--- src/sv/qtr_pkg.sv ---
// shared constants and types for the quarter-turn rotate address generator
`default_nettype none

package qtr_pkg;

   // largest source dimension, rows or cols
   localparam int MAX_DIM    = 4096;

   localparam int PIXEL_W    = 24;
   localparam int INDEX_W    = 24;
   localparam int DIM_W      = 13;
   localparam int CSR_IDX_W  = 2;
   localparam int CSR_DATA_W = 13;
   localparam int MODE_W     = 2;

   // register indexes
   localparam logic [CSR_IDX_W-1:0] CSR_SRC_ROWS  = 2'd0;
   localparam logic [CSR_IDX_W-1:0] CSR_SRC_COLS  = 2'd1;
   localparam logic [CSR_IDX_W-1:0] CSR_TURN_MODE = 2'd2;

   // turn modes
   localparam logic [MODE_W-1:0] TURN_NONE = 2'd0;
   localparam logic [MODE_W-1:0] TURN_90   = 2'd1;
   localparam logic [MODE_W-1:0] TURN_180  = 2'd2;
   localparam logic [MODE_W-1:0] TURN_270  = 2'd3;

   // per-beat fields that pass straight from front to back
   typedef struct packed {
      logic [PIXEL_W-1:0] pixel;
      logic [DIM_W-1:0]   rows;
      logic [DIM_W-1:0]   cols;
      logic               last;
   } info_type;

endpackage

`default_nettype wire

--- src/sv/qtr_if.sv ---
// valid/ready channel interfaces for source pixels and rotated results
`default_nettype none

interface qtr_req_if;
   logic                         valid;
   logic                         ready;
   logic [qtr_pkg::PIXEL_W-1:0]  src_pixel;

   modport source (output valid, output src_pixel, input ready);
   modport sink   (input valid, input src_pixel, output ready);
endinterface

interface qtr_rsp_if;
   logic                         valid;
   logic                         ready;
   logic [qtr_pkg::PIXEL_W-1:0]  dst_pixel;
   logic [qtr_pkg::INDEX_W-1:0]  dst_index;
   logic [qtr_pkg::DIM_W-1:0]    dst_rows;
   logic [qtr_pkg::DIM_W-1:0]    dst_cols;
   logic                         frame_last;

   modport source (output valid, output dst_pixel, output dst_index, output dst_rows,
                   output dst_cols, output frame_last, input ready);
   modport sink   (input valid, input dst_pixel, input dst_index, input dst_rows,
                   input dst_cols, input frame_last, output ready);
endinterface

`default_nettype wire

--- src/sv/qtr_front.sv ---
// front end: config registers, raster counters and index operand selection
`default_nettype none

module qtr_front #(
   parameter int CW      = 12,
   parameter int DW      = 13
) (
   input  wire                              clock,
   input  wire                              reset,
   input  wire                              csr_we,
   input  wire [qtr_pkg::CSR_IDX_W-1:0]     csr_index,
   input  wire [qtr_pkg::CSR_DATA_W-1:0]    csr_wdata,
   input  wire                              push,
   input  wire [qtr_pkg::PIXEL_W-1:0]       src_pixel,
   output qtr_pkg::info_type                info,
   output logic [CW-1:0]                    op_a,
   output logic [DW-1:0]                    op_m,
   output logic [CW-1:0]                    op_b
);

   logic [qtr_pkg::DIM_W-1:0]  rows_ff;
   logic [qtr_pkg::DIM_W-1:0]  cols_ff;
   logic [qtr_pkg::MODE_W-1:0] mode_ff;
   logic [CW-1:0]              row_ff, row_in;
   logic [CW-1:0]              col_ff, col_in;

   logic [DW-1:0] eff_r, eff_c;
   logic [CW-1:0] r_eff, c_eff;
   logic [DW-1:0] r_rev_w, c_rev_w;
   logic [CW-1:0] r_rev, c_rev;
   logic          last_r, last_c;

   function automatic logic [DW-1:0] eff_dim(input logic [qtr_pkg::DIM_W-1:0] v);
      logic [31:0] v32;
      v32 = 32'(v);
      if (v32 == 32'd0) return DW'(1);
      if (v32 > 32'(qtr_pkg::MAX_DIM)) return DW'(qtr_pkg::MAX_DIM);
      return DW'(v32);
   endfunction

   always_ff @(posedge clock) begin
      if (reset) begin
         rows_ff <= qtr_pkg::DIM_W'(1);
         cols_ff <= qtr_pkg::DIM_W'(1);
         mode_ff <= qtr_pkg::TURN_NONE;
      end else if (csr_we) begin
         unique case (csr_index)
            qtr_pkg::CSR_SRC_ROWS:  rows_ff <= csr_wdata;
            qtr_pkg::CSR_SRC_COLS:  cols_ff <= csr_wdata;
            qtr_pkg::CSR_TURN_MODE: mode_ff <= csr_wdata[qtr_pkg::MODE_W-1:0];
            default: ;
         endcase
      end
   end

   always_ff @(posedge clock) begin
      if (reset) begin
         row_ff <= '0;
         col_ff <= '0;
      end else if (push) begin
         row_ff <= row_in;
         col_ff <= col_in;
      end
   end

   always_comb begin
      eff_r = eff_dim(rows_ff);
      eff_c = eff_dim(cols_ff);
      // a counter past a shrunken bound restarts at zero
      r_eff = (DW'(row_ff) >= eff_r) ? '0 : row_ff;
      c_eff = (DW'(col_ff) >= eff_c) ? '0 : col_ff;
      r_rev_w = eff_r - DW'(r_eff) - DW'(1);
      c_rev_w = eff_c - DW'(c_eff) - DW'(1);
      r_rev   = r_rev_w[CW-1:0];
      c_rev   = c_rev_w[CW-1:0];
      last_r  = (DW'(r_eff) == eff_r - DW'(1));
      last_c  = (DW'(c_eff) == eff_c - DW'(1));

      if (last_c) begin
         col_in = '0;
         row_in = last_r ? '0 : CW'(r_eff + CW'(1));
      end else begin
         col_in = CW'(c_eff + CW'(1));
         row_in = r_eff;
      end

      info.pixel = src_pixel;
      info.last  = last_r && last_c;
      unique case (mode_ff)
         qtr_pkg::TURN_NONE: begin
            op_a = r_eff;  op_m = eff_c;  op_b = c_eff;
            info.rows = qtr_pkg::DIM_W'(eff_r);
            info.cols = qtr_pkg::DIM_W'(eff_c);
         end
         qtr_pkg::TURN_90: begin
            op_a = c_rev;  op_m = eff_r;  op_b = r_eff;
            info.rows = qtr_pkg::DIM_W'(eff_c);
            info.cols = qtr_pkg::DIM_W'(eff_r);
         end
         qtr_pkg::TURN_180: begin
            op_a = r_rev;  op_m = eff_c;  op_b = c_rev;
            info.rows = qtr_pkg::DIM_W'(eff_r);
            info.cols = qtr_pkg::DIM_W'(eff_c);
         end
         default: begin
            op_a = c_eff;  op_m = eff_r;  op_b = r_rev;
            info.rows = qtr_pkg::DIM_W'(eff_c);
            info.cols = qtr_pkg::DIM_W'(eff_r);
         end
      endcase
   end

endmodule

`default_nettype wire

--- src/sv/qtr_fifo.sv ---
// small first-in first-out queue between front and back
`default_nettype none

module qtr_fifo #(
   parameter int W     = 8,
   parameter int DEPTH = 2
) (
   input  wire                            clock,
   input  wire                            reset,
   input  wire                            push,
   input  wire [W-1:0]                    wdata,
   input  wire                            pop,
   output logic [W-1:0]                   rdata,
   output logic                           full,
   output logic                           empty,
   output logic [$clog2(DEPTH+1)-1:0]     level
);

   localparam int AW = (DEPTH > 1) ? $clog2(DEPTH) : 1;
   localparam int LW = $clog2(DEPTH+1);

   logic [W-1:0]  mem_ff [DEPTH];
   logic [AW-1:0] wr_ptr_ff, wr_ptr_in;
   logic [AW-1:0] rd_ptr_ff, rd_ptr_in;
   logic [LW-1:0] level_ff, level_in;

   always_comb begin
      wr_ptr_in = (wr_ptr_ff == AW'(DEPTH-1)) ? '0 : wr_ptr_ff + AW'(1);
      rd_ptr_in = (rd_ptr_ff == AW'(DEPTH-1)) ? '0 : rd_ptr_ff + AW'(1);
      level_in  = level_ff + LW'(push) - LW'(pop);
   end

   always_ff @(posedge clock) begin
      if (reset) begin
         wr_ptr_ff <= '0;
         rd_ptr_ff <= '0;
         level_ff  <= '0;
      end else begin
         if (push) wr_ptr_ff <= wr_ptr_in;
         if (pop)  rd_ptr_ff <= rd_ptr_in;
         level_ff <= level_in;
      end
   end

   always_ff @(posedge clock) begin
      if (push) mem_ff[wr_ptr_ff] <= wdata;
   end

   assign rdata = mem_ff[rd_ptr_ff];
   assign full  = (level_ff == LW'(DEPTH));
   assign empty = (level_ff == '0);
   assign level = level_ff;

endmodule

`default_nettype wire

--- src/sv/qtr_back.sv ---
// back end: multiply-add of the index and the registered result stage
`default_nettype none

module qtr_back #(
   parameter int CW = 12,
   parameter int DW = 13
) (
   input  wire                 clock,
   input  wire                 reset,
   input  wire                 head_valid,
   input  qtr_pkg::info_type   info,
   input  wire [CW-1:0]        op_a,
   input  wire [DW-1:0]        op_m,
   input  wire [CW-1:0]        op_b,
   output logic                pop,
   qtr_rsp_if.source           rsp
);

   localparam int PW = CW + DW;
   localparam int SW = PW + 1;
   localparam int IW = qtr_pkg::INDEX_W;

   logic [PW-1:0] prod;
   logic [SW-1:0] sum;

   logic                        valid_ff;
   logic [qtr_pkg::PIXEL_W-1:0] pixel_ff;
   logic [IW-1:0]               index_ff, index_in;
   logic [qtr_pkg::DIM_W-1:0]   rows_ff;
   logic [qtr_pkg::DIM_W-1:0]   cols_ff;
   logic                        last_ff;

   always_comb begin
      prod     = PW'(op_a) * PW'(op_m);
      sum      = SW'(prod) + SW'(op_b);
      index_in = IW'(sum);
      pop      = head_valid && (!valid_ff || rsp.ready);
   end

   always_ff @(posedge clock) begin
      if (reset) begin
         valid_ff <= 1'b0;
      end else if (pop) begin
         valid_ff <= 1'b1;
      end else if (rsp.ready) begin
         valid_ff <= 1'b0;
      end
   end

   always_ff @(posedge clock) begin
      if (pop) begin
         pixel_ff <= info.pixel;
         index_ff <= index_in;
         rows_ff  <= info.rows;
         cols_ff  <= info.cols;
         last_ff  <= info.last;
      end
   end

   assign rsp.valid      = valid_ff;
   assign rsp.dst_pixel  = pixel_ff;
   assign rsp.dst_index  = index_ff;
   assign rsp.dst_rows   = rows_ff;
   assign rsp.dst_cols   = cols_ff;
   assign rsp.frame_last = last_ff;

endmodule

`default_nettype wire

--- src/sv/quarter_turn_rotate_addr.sv ---
// top level of the quarter-turn rotate address generator
`default_nettype none

//  channel   dir   handshake        payload
//  req_bus   in    valid / ready    src_pixel
//  rsp_bus   out   valid / ready    dst_pixel dst_index dst_rows dst_cols frame_last
//  csr_*     in    csr_we only      csr_index csr_wdata
//
//  one pixel per clock sustained while rsp_bus.ready holds; a taken beat waits in the queue for the output register
//  a beat passes through the two-entry queue write and then the output register after the multiply
//  synchronous reset clears counters, registers to rows 1 cols 1 mode 0, and empties the queue
//  req_bus.ready drops only when the queue is full, so a stalled output absorbs two more beats
//  the output register stays loaded until rsp_bus.ready takes it

module quarter_turn_rotate_addr (
   input  wire                             clock,
   input  wire                             reset,
   input  wire                             csr_we,
   input  wire [qtr_pkg::CSR_IDX_W-1:0]    csr_index,
   input  wire [qtr_pkg::CSR_DATA_W-1:0]   csr_wdata,
   qtr_req_if.sink                         req_bus,
   qtr_rsp_if.source                       rsp_bus
);

   // counter width holds MAX_DIM-1, dimension width holds MAX_DIM
   localparam int CW      = (qtr_pkg::MAX_DIM > 2) ? $clog2(qtr_pkg::MAX_DIM) : 1;
   localparam int DW      = $clog2(qtr_pkg::MAX_DIM + 1);
   localparam int Q_DEPTH = 2;
   localparam int LW      = $clog2(Q_DEPTH + 1);
   localparam int QW      = $bits(qtr_pkg::info_type) + CW + DW + CW;

   // front side
   qtr_pkg::info_type f_info;
   logic [CW-1:0]     f_op_a, f_op_b;
   logic [DW-1:0]     f_op_m;

   // queue
   logic          q_push, q_pop, q_full, q_empty;
   logic [QW-1:0] q_wdata, q_rdata;
   logic [LW-1:0] q_level;

   // back side
   qtr_pkg::info_type b_info;
   logic [CW-1:0]     b_op_a, b_op_b;
   logic [DW-1:0]     b_op_m;

   // a beat is taken whenever there is room in the queue
   assign req_bus.ready = !q_full;
   assign q_push        = req_bus.valid && !q_full;

   qtr_front #(
      .CW      (CW),
      .DW      (DW)
   ) u_front (
      .clock     (clock),
      .reset     (reset),
      .csr_we    (csr_we),
      .csr_index (csr_index),
      .csr_wdata (csr_wdata),
      .push      (q_push),
      .src_pixel (req_bus.src_pixel),
      .info      (f_info),
      .op_a      (f_op_a),
      .op_m      (f_op_m),
      .op_b      (f_op_b)
   );

   assign q_wdata = {f_info, f_op_a, f_op_m, f_op_b};

   qtr_fifo #(
      .W     (QW),
      .DEPTH (Q_DEPTH)
   ) u_fifo (
      .clock (clock),
      .reset (reset),
      .push  (q_push),
      .wdata (q_wdata),
      .pop   (q_pop),
      .rdata (q_rdata),
      .full  (q_full),
      .empty (q_empty),
      .level (q_level)
   );

   assign {b_info, b_op_a, b_op_m, b_op_b} = q_rdata;

   qtr_back #(
      .CW (CW),
      .DW (DW)
   ) u_back (
      .clock      (clock),
      .reset      (reset),
      .head_valid (!q_empty),
      .info       (b_info),
      .op_a       (b_op_a),
      .op_m       (b_op_m),
      .op_b       (b_op_b),
      .pop        (q_pop),
      .rsp        (rsp_bus)
   );

   // reset leaves nothing in flight
   ap_reset_clear: assert property (@(posedge clock)
      $past(reset) |-> (!rsp_bus.valid && q_level == '0))
      else $error("beat in flight right after reset");

   // queue fill tracks accepted and forwarded beats
   ap_level_track: assert property (@(posedge clock) disable iff (reset)
      !$past(reset) |->
         (q_level == $past(q_level) + LW'($past(q_push)) - LW'($past(q_pop))))
      else $error("queue level out of step with push and pop");

   // back end never pulls from an empty queue
   ap_pop_nonempty: assert property (@(posedge clock) disable iff (reset)
      q_pop |-> (q_level != '0))
      else $error("pop from empty queue");

   // a held output beat blocks the back end
   ap_stall_hold: assert property (@(posedge clock) disable iff (reset)
      (rsp_bus.valid && !rsp_bus.ready) |-> !q_pop)
      else $error("output register overwritten while stalled");

endmodule

`default_nettype wire
--- src/flat_wrapper.sv ---
// flat-port wrapper written by rule: the top's interface ports become plain ports
module quarter_turn_rotate_addr_flat 
  (clock, reset, csr_we, csr_index, csr_wdata, req_bus_valid, req_bus_src_pixel, req_bus_ready, rsp_bus_valid, rsp_bus_dst_pixel, rsp_bus_dst_index, rsp_bus_dst_rows, rsp_bus_dst_cols, rsp_bus_frame_last, rsp_bus_ready);
  qtr_req_if req_bus_i ();
  qtr_rsp_if rsp_bus_i ();
  input  wire clock;
  input  wire reset;
  input  wire csr_we;
  input  wire [qtr_pkg::CSR_IDX_W-1:0] csr_index;
  input  wire [qtr_pkg::CSR_DATA_W-1:0] csr_wdata;
  input wire logic [$bits(req_bus_i.valid)-1:0] req_bus_valid;
  input wire logic [$bits(req_bus_i.src_pixel)-1:0] req_bus_src_pixel;
  output wire logic [$bits(req_bus_i.ready)-1:0] req_bus_ready;
  output wire logic [$bits(rsp_bus_i.valid)-1:0] rsp_bus_valid;
  output wire logic [$bits(rsp_bus_i.dst_pixel)-1:0] rsp_bus_dst_pixel;
  output wire logic [$bits(rsp_bus_i.dst_index)-1:0] rsp_bus_dst_index;
  output wire logic [$bits(rsp_bus_i.dst_rows)-1:0] rsp_bus_dst_rows;
  output wire logic [$bits(rsp_bus_i.dst_cols)-1:0] rsp_bus_dst_cols;
  output wire logic [$bits(rsp_bus_i.frame_last)-1:0] rsp_bus_frame_last;
  input wire logic [$bits(rsp_bus_i.ready)-1:0] rsp_bus_ready;
  assign req_bus_i.valid = req_bus_valid;
  assign req_bus_i.src_pixel = req_bus_src_pixel;
  assign req_bus_ready = req_bus_i.ready;
  assign rsp_bus_valid = rsp_bus_i.valid;
  assign rsp_bus_dst_pixel = rsp_bus_i.dst_pixel;
  assign rsp_bus_dst_index = rsp_bus_i.dst_index;
  assign rsp_bus_dst_rows = rsp_bus_i.dst_rows;
  assign rsp_bus_dst_cols = rsp_bus_i.dst_cols;
  assign rsp_bus_frame_last = rsp_bus_i.frame_last;
  assign rsp_bus_i.ready = rsp_bus_ready;
  quarter_turn_rotate_addr u_core (.clock(clock), .reset(reset), .csr_we(csr_we), .csr_index(csr_index), .csr_wdata(csr_wdata), .req_bus(req_bus_i), .rsp_bus(rsp_bus_i));
endmodule
--- config.mk ---
export PLATFORM = sky130hd
export DESIGN_NAME = quarter_turn_rotate_addr_flat
export DESIGN_NICKNAME = d
export VERILOG_FILES = /design/src/sv/qtr_pkg.sv /design/src/sv/qtr_if.sv /design/src/sv/qtr_front.sv /design/src/sv/qtr_fifo.sv /design/src/sv/qtr_back.sv /design/src/sv/quarter_turn_rotate_addr.sv /design/src/flat_wrapper.sv
export SDC_FILE = /design/constraint.sdc
export NUM_CORES = 1
export LEC_CHECK = 0
export BUFFER_PORTS_ARGS = -buffer_cell sky130_fd_sc_hd__buf_2
export CAP_MARGIN = 20
export CORE_ASPECT_RATIO = 0.6
export CORE_MARGIN = 1.5
export CORE_UTILIZATION = 60
export CTS_CLUSTER_DIAMETER = 80
export DETAILED_ROUTE_END_ITERATION = 8
export PLACE_DENSITY_LB_ADDON = 0.15
export SETUP_SLACK_MARGIN = 0.1
export SLEW_MARGIN = 25
export SYNTH_ARGS = -nofsm -noshare
export SYNTH_HDL_FRONTEND = slang
export SYNTH_HIERARCHICAL = 1
export SYNTH_SLANG_ARGS = --single-unit
--- constraint.sdc ---
create_clock -name clock -period 16.6 [get_ports clock]
set_input_delay 2.49 -clock clock [delete_from_list [all_inputs] [get_ports clock]]
set_output_delay 2.49 -clock clock [all_outputs]
set_load 0.01 [all_outputs]
After elaboration in Yosys (flattened, before gate mapping)
Memory sizes are Yosys's and may differ from the RTL's. A register that Yosys moved wholly into a read port is not among the register bits.
Index checks and enable logic that the tools add are counted.
Widths: inputs -> output; s select.
{"block": "word_totals", "ff_bits": 132, "ram_bits": 176, "inputBits": 44, "out_inout_bits": 77, "elab_cells": 88, "memories": 1}
{"block": "op_classes", "n_addsub": 13, "mul": 1, "magnitude_cmp": 4, "eq_ne": 7, "muxes": 31, "reduce_logical": 17}
{"memory": "u_core.u_fifo.mem_ff", "depth": 2, "width": 88, "rd": 1, "rd_ports_with_merged_regs": 1, "write_ports": 1, "line_no": "qtr_fifo.sv:22", "source": "logic [W-1:0] mem_ff [DEPTH];"}
{"cell": "$mux 13", "n": 9}
{"cell": "$pmux 12 s3", "n": 2}
{"cell": "$mux 12", "n": 5}
{"cell": "$eq 12x13->1", "n": 2}
{"cell": "$ge 12x13->1", "n": 2}
{"cell": "$gt 13x13->1 const B", "n": 2}
{"cell": "$logic_not 13->1", "n": 2}
{"cell": "$mux 26", "n": 1}
{"cell": "$sub 13x1->13 const B", "n": 2}
{"cell": "$add 12x1->12 const B", "n": 2}
{"cell": "$add 24x12->24", "n": 1}
{"cell": "$mul 12x13->24", "n": 1}
{"cell": "$sub 12x1->12 const B", "n": 2}
{"cell": "$sub 12x12->12", "n": 2}
{"cell": "$mux 1", "n": 14}
{"cell": "$eq 2x2->1 const B", "n": 3}
{"cell": "$logic_not 2->1", "n": 3}
{"cell": "$reduce_and 2->1", "n": 3}
{"cell": "$eq 2x1->1 const B", "n": 2}
{"cell": "$logic_and 1x1->1", "n": 3}
{"cell": "$logic_not 1->1", "n": 3}
{"cell": "$add 1x1->1 const B", "n": 2}
{"cell": "$add 2x1->2", "n": 1}
{"cell": "$reduce_bool 2->1", "n": 1}
{"cell": "3 further kinds", "n": 3}

Longest topological paths before layout
{"block": "depth", "depth_word": 10, "ltp_mapped": 25, "mapped_depth_nobuf": 21}

Cells and area by module
The synthesis kept the hierarchy.
{"mod": "qtr_back", "n_inst": 1, "cells_each": 736, "area_per_inst_um2": 7853.8, "seq_area_each_um2": 2272.2}
{"mod": "qtr_front", "n_inst": 1, "cells_each": 986, "area_per_inst_um2": 6747.7, "seq_area_each_um2": 1041.0}
{"mod": "qtr_fifo", "n_inst": 1, "cells_each": 295, "area_per_inst_um2": 6642.6, "seq_area_each_um2": 5385.2}
{"mod": "quarter_turn_rotate_addr", "n_inst": 1, "cells_each": 3, "area_per_inst_um2": 13.8, "seq_area_each_um2": 0.0}

Worst setup path before layout
No wires, ideal clock.
{"block": "synth_timing", "path_type": "input to register", "from": "input rsp_bus_ready", "to": "register u_core.u_fifo.level_ff[1] (netlist: u_core/u_fifo/level[1])", "setup_ns": 0.064, "arrival_time_ns": 9.505, "required_time_ns": 16.536, "setup_slack_ns": 7.031, "stages": 7, "path_buffers": 0, "path_cell_list": "inv_1 a21boi_0 ha_1 inv_1 ha_1 xnor3_1 nor2_1"}
{"block": "synth_between", "elab_chain_cells": 3}
{"element": "start: declaration", "line_no": "flat_wrapper.sv:20", "source": "input wire logic [$bits(rsp_bus_i.ready)-1:0] rsp_bus_ready;"}
{"element": "$logic_or 1x1->1", "line_no": "qtr_back.sv:37", "source": "pop = head_valid && (!valid_ff || rsp.ready);"}
{"element": "$logic_and 1x1->1", "line_no": "qtr_back.sv:37"}
{"element": "via u_core.q_pop", "line_no": "quarter_turn_rotate_addr.sv:38", "source": "logic q_push, q_pop, q_full, q_empty;"}
{"element": "$sub 2x1->2", "line_no": "qtr_fifo.sv:30", "source": "level_in = level_ff + LW'(push) - LW'(pop);"}
{"element": "end signal: assignment", "line_no": "qtr_fifo.sv:41", "source": "level_ff <= level_in;"}
{"element": "end: declaration", "line_no": "qtr_fifo.sv:25", "source": "logic [LW-1:0] level_ff, level_in;"}
The timed path passes the listed nets, and every way through them passes these cells.
A chain may end at the register's enable or synchronous reset.

Worst setup path after layout
{"block": "layout_timing", "from": "register u_core/u_front/cols_ff[8] (netlist name)", "to": "register u_core.u_front.col_ff[7]"}
{"block": "layout_between", "elab_chain_cells": 9, "word_cells_on_any_way": 14, "cone_classes": "add/sub: 2; order compare: 2; eq/ne: 1; mux: 8; reduce/logical: 1"}
{"element": "start: declaration", "line_no": "qtr_front.sv:22", "source": "logic [qtr_pkg::DIM_W-1:0] cols_ff;"}
{"element": "start signal: assignment", "line_no": "qtr_front.sv:44", "source": "cols_ff <= qtr_pkg::DIM_W'(1);"}
{"element": "start signal: assignment", "line_no": "qtr_front.sv:49", "source": "qtr_pkg::CSR_SRC_COLS: cols_ff <= csr_wdata;"}
{"element": "$gt 13x13->1", "line_no": "qtr_front.sv:37", "source": "if (v32 > 32'(qtr_pkg::MAX_DIM)) return DW'(qtr_pkg::MAX_DIM);"}
{"element": "$mux 1 (2 in a row)", "line_no": "qtr_front.sv:37"}
{"element": "$mux 13", "line_no": "qtr_front.sv:38", "source": "return DW'(v32);"}
{"element": "$mux 13 (*)", "line_no": "qtr_front.sv:37"}
{"element": "$ge 12x13->1", "line_no": "qtr_front.sv:71", "source": "c_eff = (DW'(col_ff) >= eff_c) ? '0 : col_ff;"}
{"element": "$mux 12", "line_no": "qtr_front.sv:71"}
{"element": "$add 12x1->12 or $eq 12x13->1 (tied branches)", "line_no": "qtr_front.sv:83, qtr_front.sv:77"}
{"element": "$mux 12 (*)", "line_no": "qtr_front.sv:79", "source": "if (last_c) begin"}
{"element": "end signal: assignment", "line_no": "qtr_front.sv:62", "source": "col_ff <= col_in;"}
{"element": "end: declaration", "line_no": "qtr_front.sv:25", "source": "logic [CW-1:0] col_ff, col_in;"}
Every way passes the cells marked *; elsewhere a longest branch is shown, timed or not. The select of a mux whose other input is x is not followed.

==> results.sh <==
export IMPL_status="complete, no violations"
export IMPL_drc=0
export IMPL_cp_arrival_ns=7.83
export IMPL_hold_class="flop to flop"
export IMPL_antennaDiodeCount=0
export IMPL_cts_made_buffers=30
export IMPL_die_y_um=149
export IMPL_cts_sinks=309
export IMPL_finalCritPeriodShare=0.444
export IMPL_tritoncts="done"
export IMPL_post_cts_resized=0
export IMPL_place_ws_ns=9.44
export IMPL_die_area_sq_um=36600
export IMPL_drive_gt1_frac=0.151
export IMPL_first_global_vias=14500
export IMPL_hold_viol_final=0
export IMPL_relSlewSlack=0.275
export IMPL_portBuffers=120
export IMPL_crit_required_ns=17.07
export IMPL_post_cts_buffers=0
export IMPL_hpwlAfterDp_mm=39.5
export IMPL_gp_congestion=0.956
export IMPL_synth_distinct_cells=88
export IMPL_cts_root_buf="clkbuf_16"
export IMPL_nets=2336
export IMPL_startpoint_type="flop"
export IMPL_synth_edf_count=251
export IMPL_synth_seq_cells=309
export IMPL_synthToLayoutAreaGrowth_pct=7.61
export IMPL_finalSetupTns_ns=0
export IMPL_rsz0062_at_grt="no"
export IMPL_finalSetupViolCount=0
export IMPL_path_cells="nor4_1 > a31oi_1 > nor2_1 > ha_1 > nand2b_1 > a2111oi_2 > o31ai_2 > nor2_1 > nand2_1 > ha_1 > nand2b_1 > a31oi_1 > o221ai_1 > a221oi_1 > o2111ai_1 > nand2b_1 > and3_1 > a221o_1"
export IMPL_critPathKind="flop to flop"
export IMPL_drtIter0Drc=1569
export IMPL_coreArea_sq_um=34900
export IMPL_worstSkewPairLatency_ns=0.58
export IMPL_wl_per_cell_um=20.5
export IMPL_cts_max_path_buffers=3
export IMPL_wl_mm=52.0
export IMPL_path_max_fanout=17
export IMPL_dominantRegCellSynth="edfxtp_1"
export IMPL_timing_final_ws_setup_ns=9.23
export IMPL_fin_worst_skew_ns=0.0191
export IMPL_cp_end_kind="flop"
export IMPL_synth_nets=2306
export IMPL_die_x_um=246
export IMPL_finalWorstPathRequiredPeriod_ns=7.37
export IMPL_async_reset_ff_frac=0
export IMPL_vias=15100
export IMPL_viasPerCell=5.94
export IMPL_start_util=0.608
export IMPL_antenna_found_initial=1
export IMPL_crit_top_cell="nand2b_1"
export IMPL_fmax_ghz=0.136
export IMPL_rows=53
export IMPL_syn_inst=2020
export IMPL_htreeDepth=1
export IMPL_cp_slowest_cell="nor4_1"
export IMPL_final_antenna_net_count=0
export IMPL_drv_slew=0
export IMPL_maxCapViolCount=0
export IMPL_grt_overflow_total=0
export IMPL_dr_pass1_iters=9
export IMPL_grt_start_max_net_pins=91
export IMPL_seq_area_frac_synth=0.409
export IMPL_syn_area_sq_um=21300
export IMPL_gr_usage_all_layers=0.291
export IMPL_path_clk_slew_ns=0.07
export IMPL_syn_avg_cell_area_sq_um=10.5
export IMPL_grt_pass1_wl_mm=82.1
export IMPL_cts_hold_buf=0
export IMPL_slowest_delay_ns=0.81
export IMPL_max_slew_worst_pin_slew_ns=1.07
export IMPL_yosysWarningCount=6
export IMPL_io_pins=121
[layout by cell type, fill, tap and decap left out, drive strengths merged, types with 8 or more instances in the layout]
cell / count
a211oi: 11
a21o: 16
a21oi: 92
a31oi: 12
and2: 96
and3: 11
buf: 135
clkbuf: 36
clkinv: 10
dfxtp: 58
edfxtp: 251
fa: 122
ha: 120
inv: 243
mux2: 90
mux2i: 17
nand2: 242
nand2b: 18
nand3: 40
nand4: 17
nor2: 82
nor2b: 14
nor3: 30
nor3b: 13
nor4: 16
o211ai: 8
o21ai: 67
o31ai: 11
or3: 8
or4: 8
xnor2: 38
xor2: 14
[synth_stat cells, types with 11 or more instances]
cell type / instances / share of area
fa_1: 122 / 0.11
ha_1: 120 / 0.071
and3_1: 11 / 0.0032
nand3_1: 40 / 0.0094
nand2_1: 241 / 0.043
a21oi_1: 90 / 0.021
inv_1: 240 / 0.042
nor2_1: 82 / 0.014
a211oi_1: 11 / 0.0039
edfxtp_1: 251 / 0.35
a21o_1: 16 / 0.0057
clkbuf_1: 75 / 0.013
mux2_4: 20 / 0.014
buf_2: 11 / 0.0026
dfxtp_1: 58 / 0.055
nor4_1: 15 / 0.0044
nor3_1: 28 / 0.0066
buf_4: 37 / 0.013
nand2b_1: 18 / 0.0053
xnor2_1: 38 / 0.016
and2_1: 96 / 0.028
mux2i_1: 17 / 0.0080
mux2_2: 70 / 0.037
a31oi_1: 11 / 0.0032
nand4_1: 17 / 0.0050
xor2_1: 14 / 0.0058
o21ai_0: 63 / 0.015
nor2b_1: 14 / 0.0041
nor3b_1: 12 / 0.0042
[area by class of cell]
class | count | area, sq um
flip-flops and latches | 309 | 8700
inverters | 240 | 901
clock inverters | 19 | 219
multi-input cells | 1334 | 11000
clock buffers | 36 | 773
repair buffers | 135 | 717
fillers | 2735 | 12100
well taps | 467 | 584
[per-layer routing]
| metal | vias to the layer above | wire length [um] | global-route usage |
|---|---|---|---|
| li1 | 7012 | - | - |
| met1 | 7353 | 24900 | 0.471 |
| met2 | 680 | 20700 | 0.396 |
| met3 | 44 | 5880 | 0.0777 |
| met4 | 0 | 529 | 0.0350 |
| met5 | - | 0 | 0 |
[through the flow]
stage	util	hold slack, ns	instance area, sq um	std cells
global placement	0.626	0.495	21900	2485
CTS	0.654	0.520	22900	2540
detailed placement	0.626	0.507	21900	2485
floorplan	-	0.462	21300	2020
finish	0.655	0.520	22900	2540
global route	0.655	0.549	22900	2540
[state kept, by name, indices dropped and copies added, names as in the netlist, named ones only]
register	count
u_core/u_back/rsp.valid	1
u_core/u_back/rsp.frame_last	1
u_core/u_front/row_ff	12
u_core/u_back/rsp.dst_rows	13
u_core/u_back/rsp.dst_cols	13
u_core/u_fifo/mem_ff	176
u_core/u_fifo/wr_ptr_ff	1
u_core/u_fifo/rd_ptr_ff	1
u_core/u_front/cols_ff	13
u_core/u_back/rsp.dst_pixel	24
u_core/u_front/col_ff	12
u_core/u_fifo/level	2
u_core/u_front/mode_ff	2
u_core/u_back/rsp.dst_index	24
u_core/u_front/rows_ff	13
[worst max-delay path: cells and delay by family (launching register included)]
kind / cells / cell delay [ns]
fa+ha+maj: 2 / 0.73
flops: 1 / 0.39
simple gates: 8 / 3.73
compound gates: 8 / 2.37
[final timing paths]
kind / end / cells past startpoint / from / slack, ns
hold reg to reg: u_core/u_fifo/rd_ptr_ff / 2 / u_core/u_fifo/rd_ptr_ff / 0.52
setup reg to reg: u_core/u_front/col_ff[7] / 18 / u_core/u_front/cols_ff[8] / 9.23
setup / recovery: u_core/u_front/col_ff[7] / 18 / u_core/u_front/cols_ff[8] / 9.23
hold / removal: u_core/u_fifo/rd_ptr_ff / 2 / u_core/u_fifo/rd_ptr_ff / 0.52
[cells by family (layout without fill, tap and decap cells)]
family	count (synthesis)	after routing	synth area share
DFF	309	309	0.409
and+or+nand+nor	626	626	0.148
muxes	113	113	0.0656
adders and majority gates	242	242	0.186
buffers and inverters	377	430	0.0759
AOI/OAI and AO/OA	299	299	0.0924
xor gates and xnor gates	54	54	0.0235
Power is not shown: default switching activity piles up to over one toggle a cycle in this logic, so the estimate is an artifact.
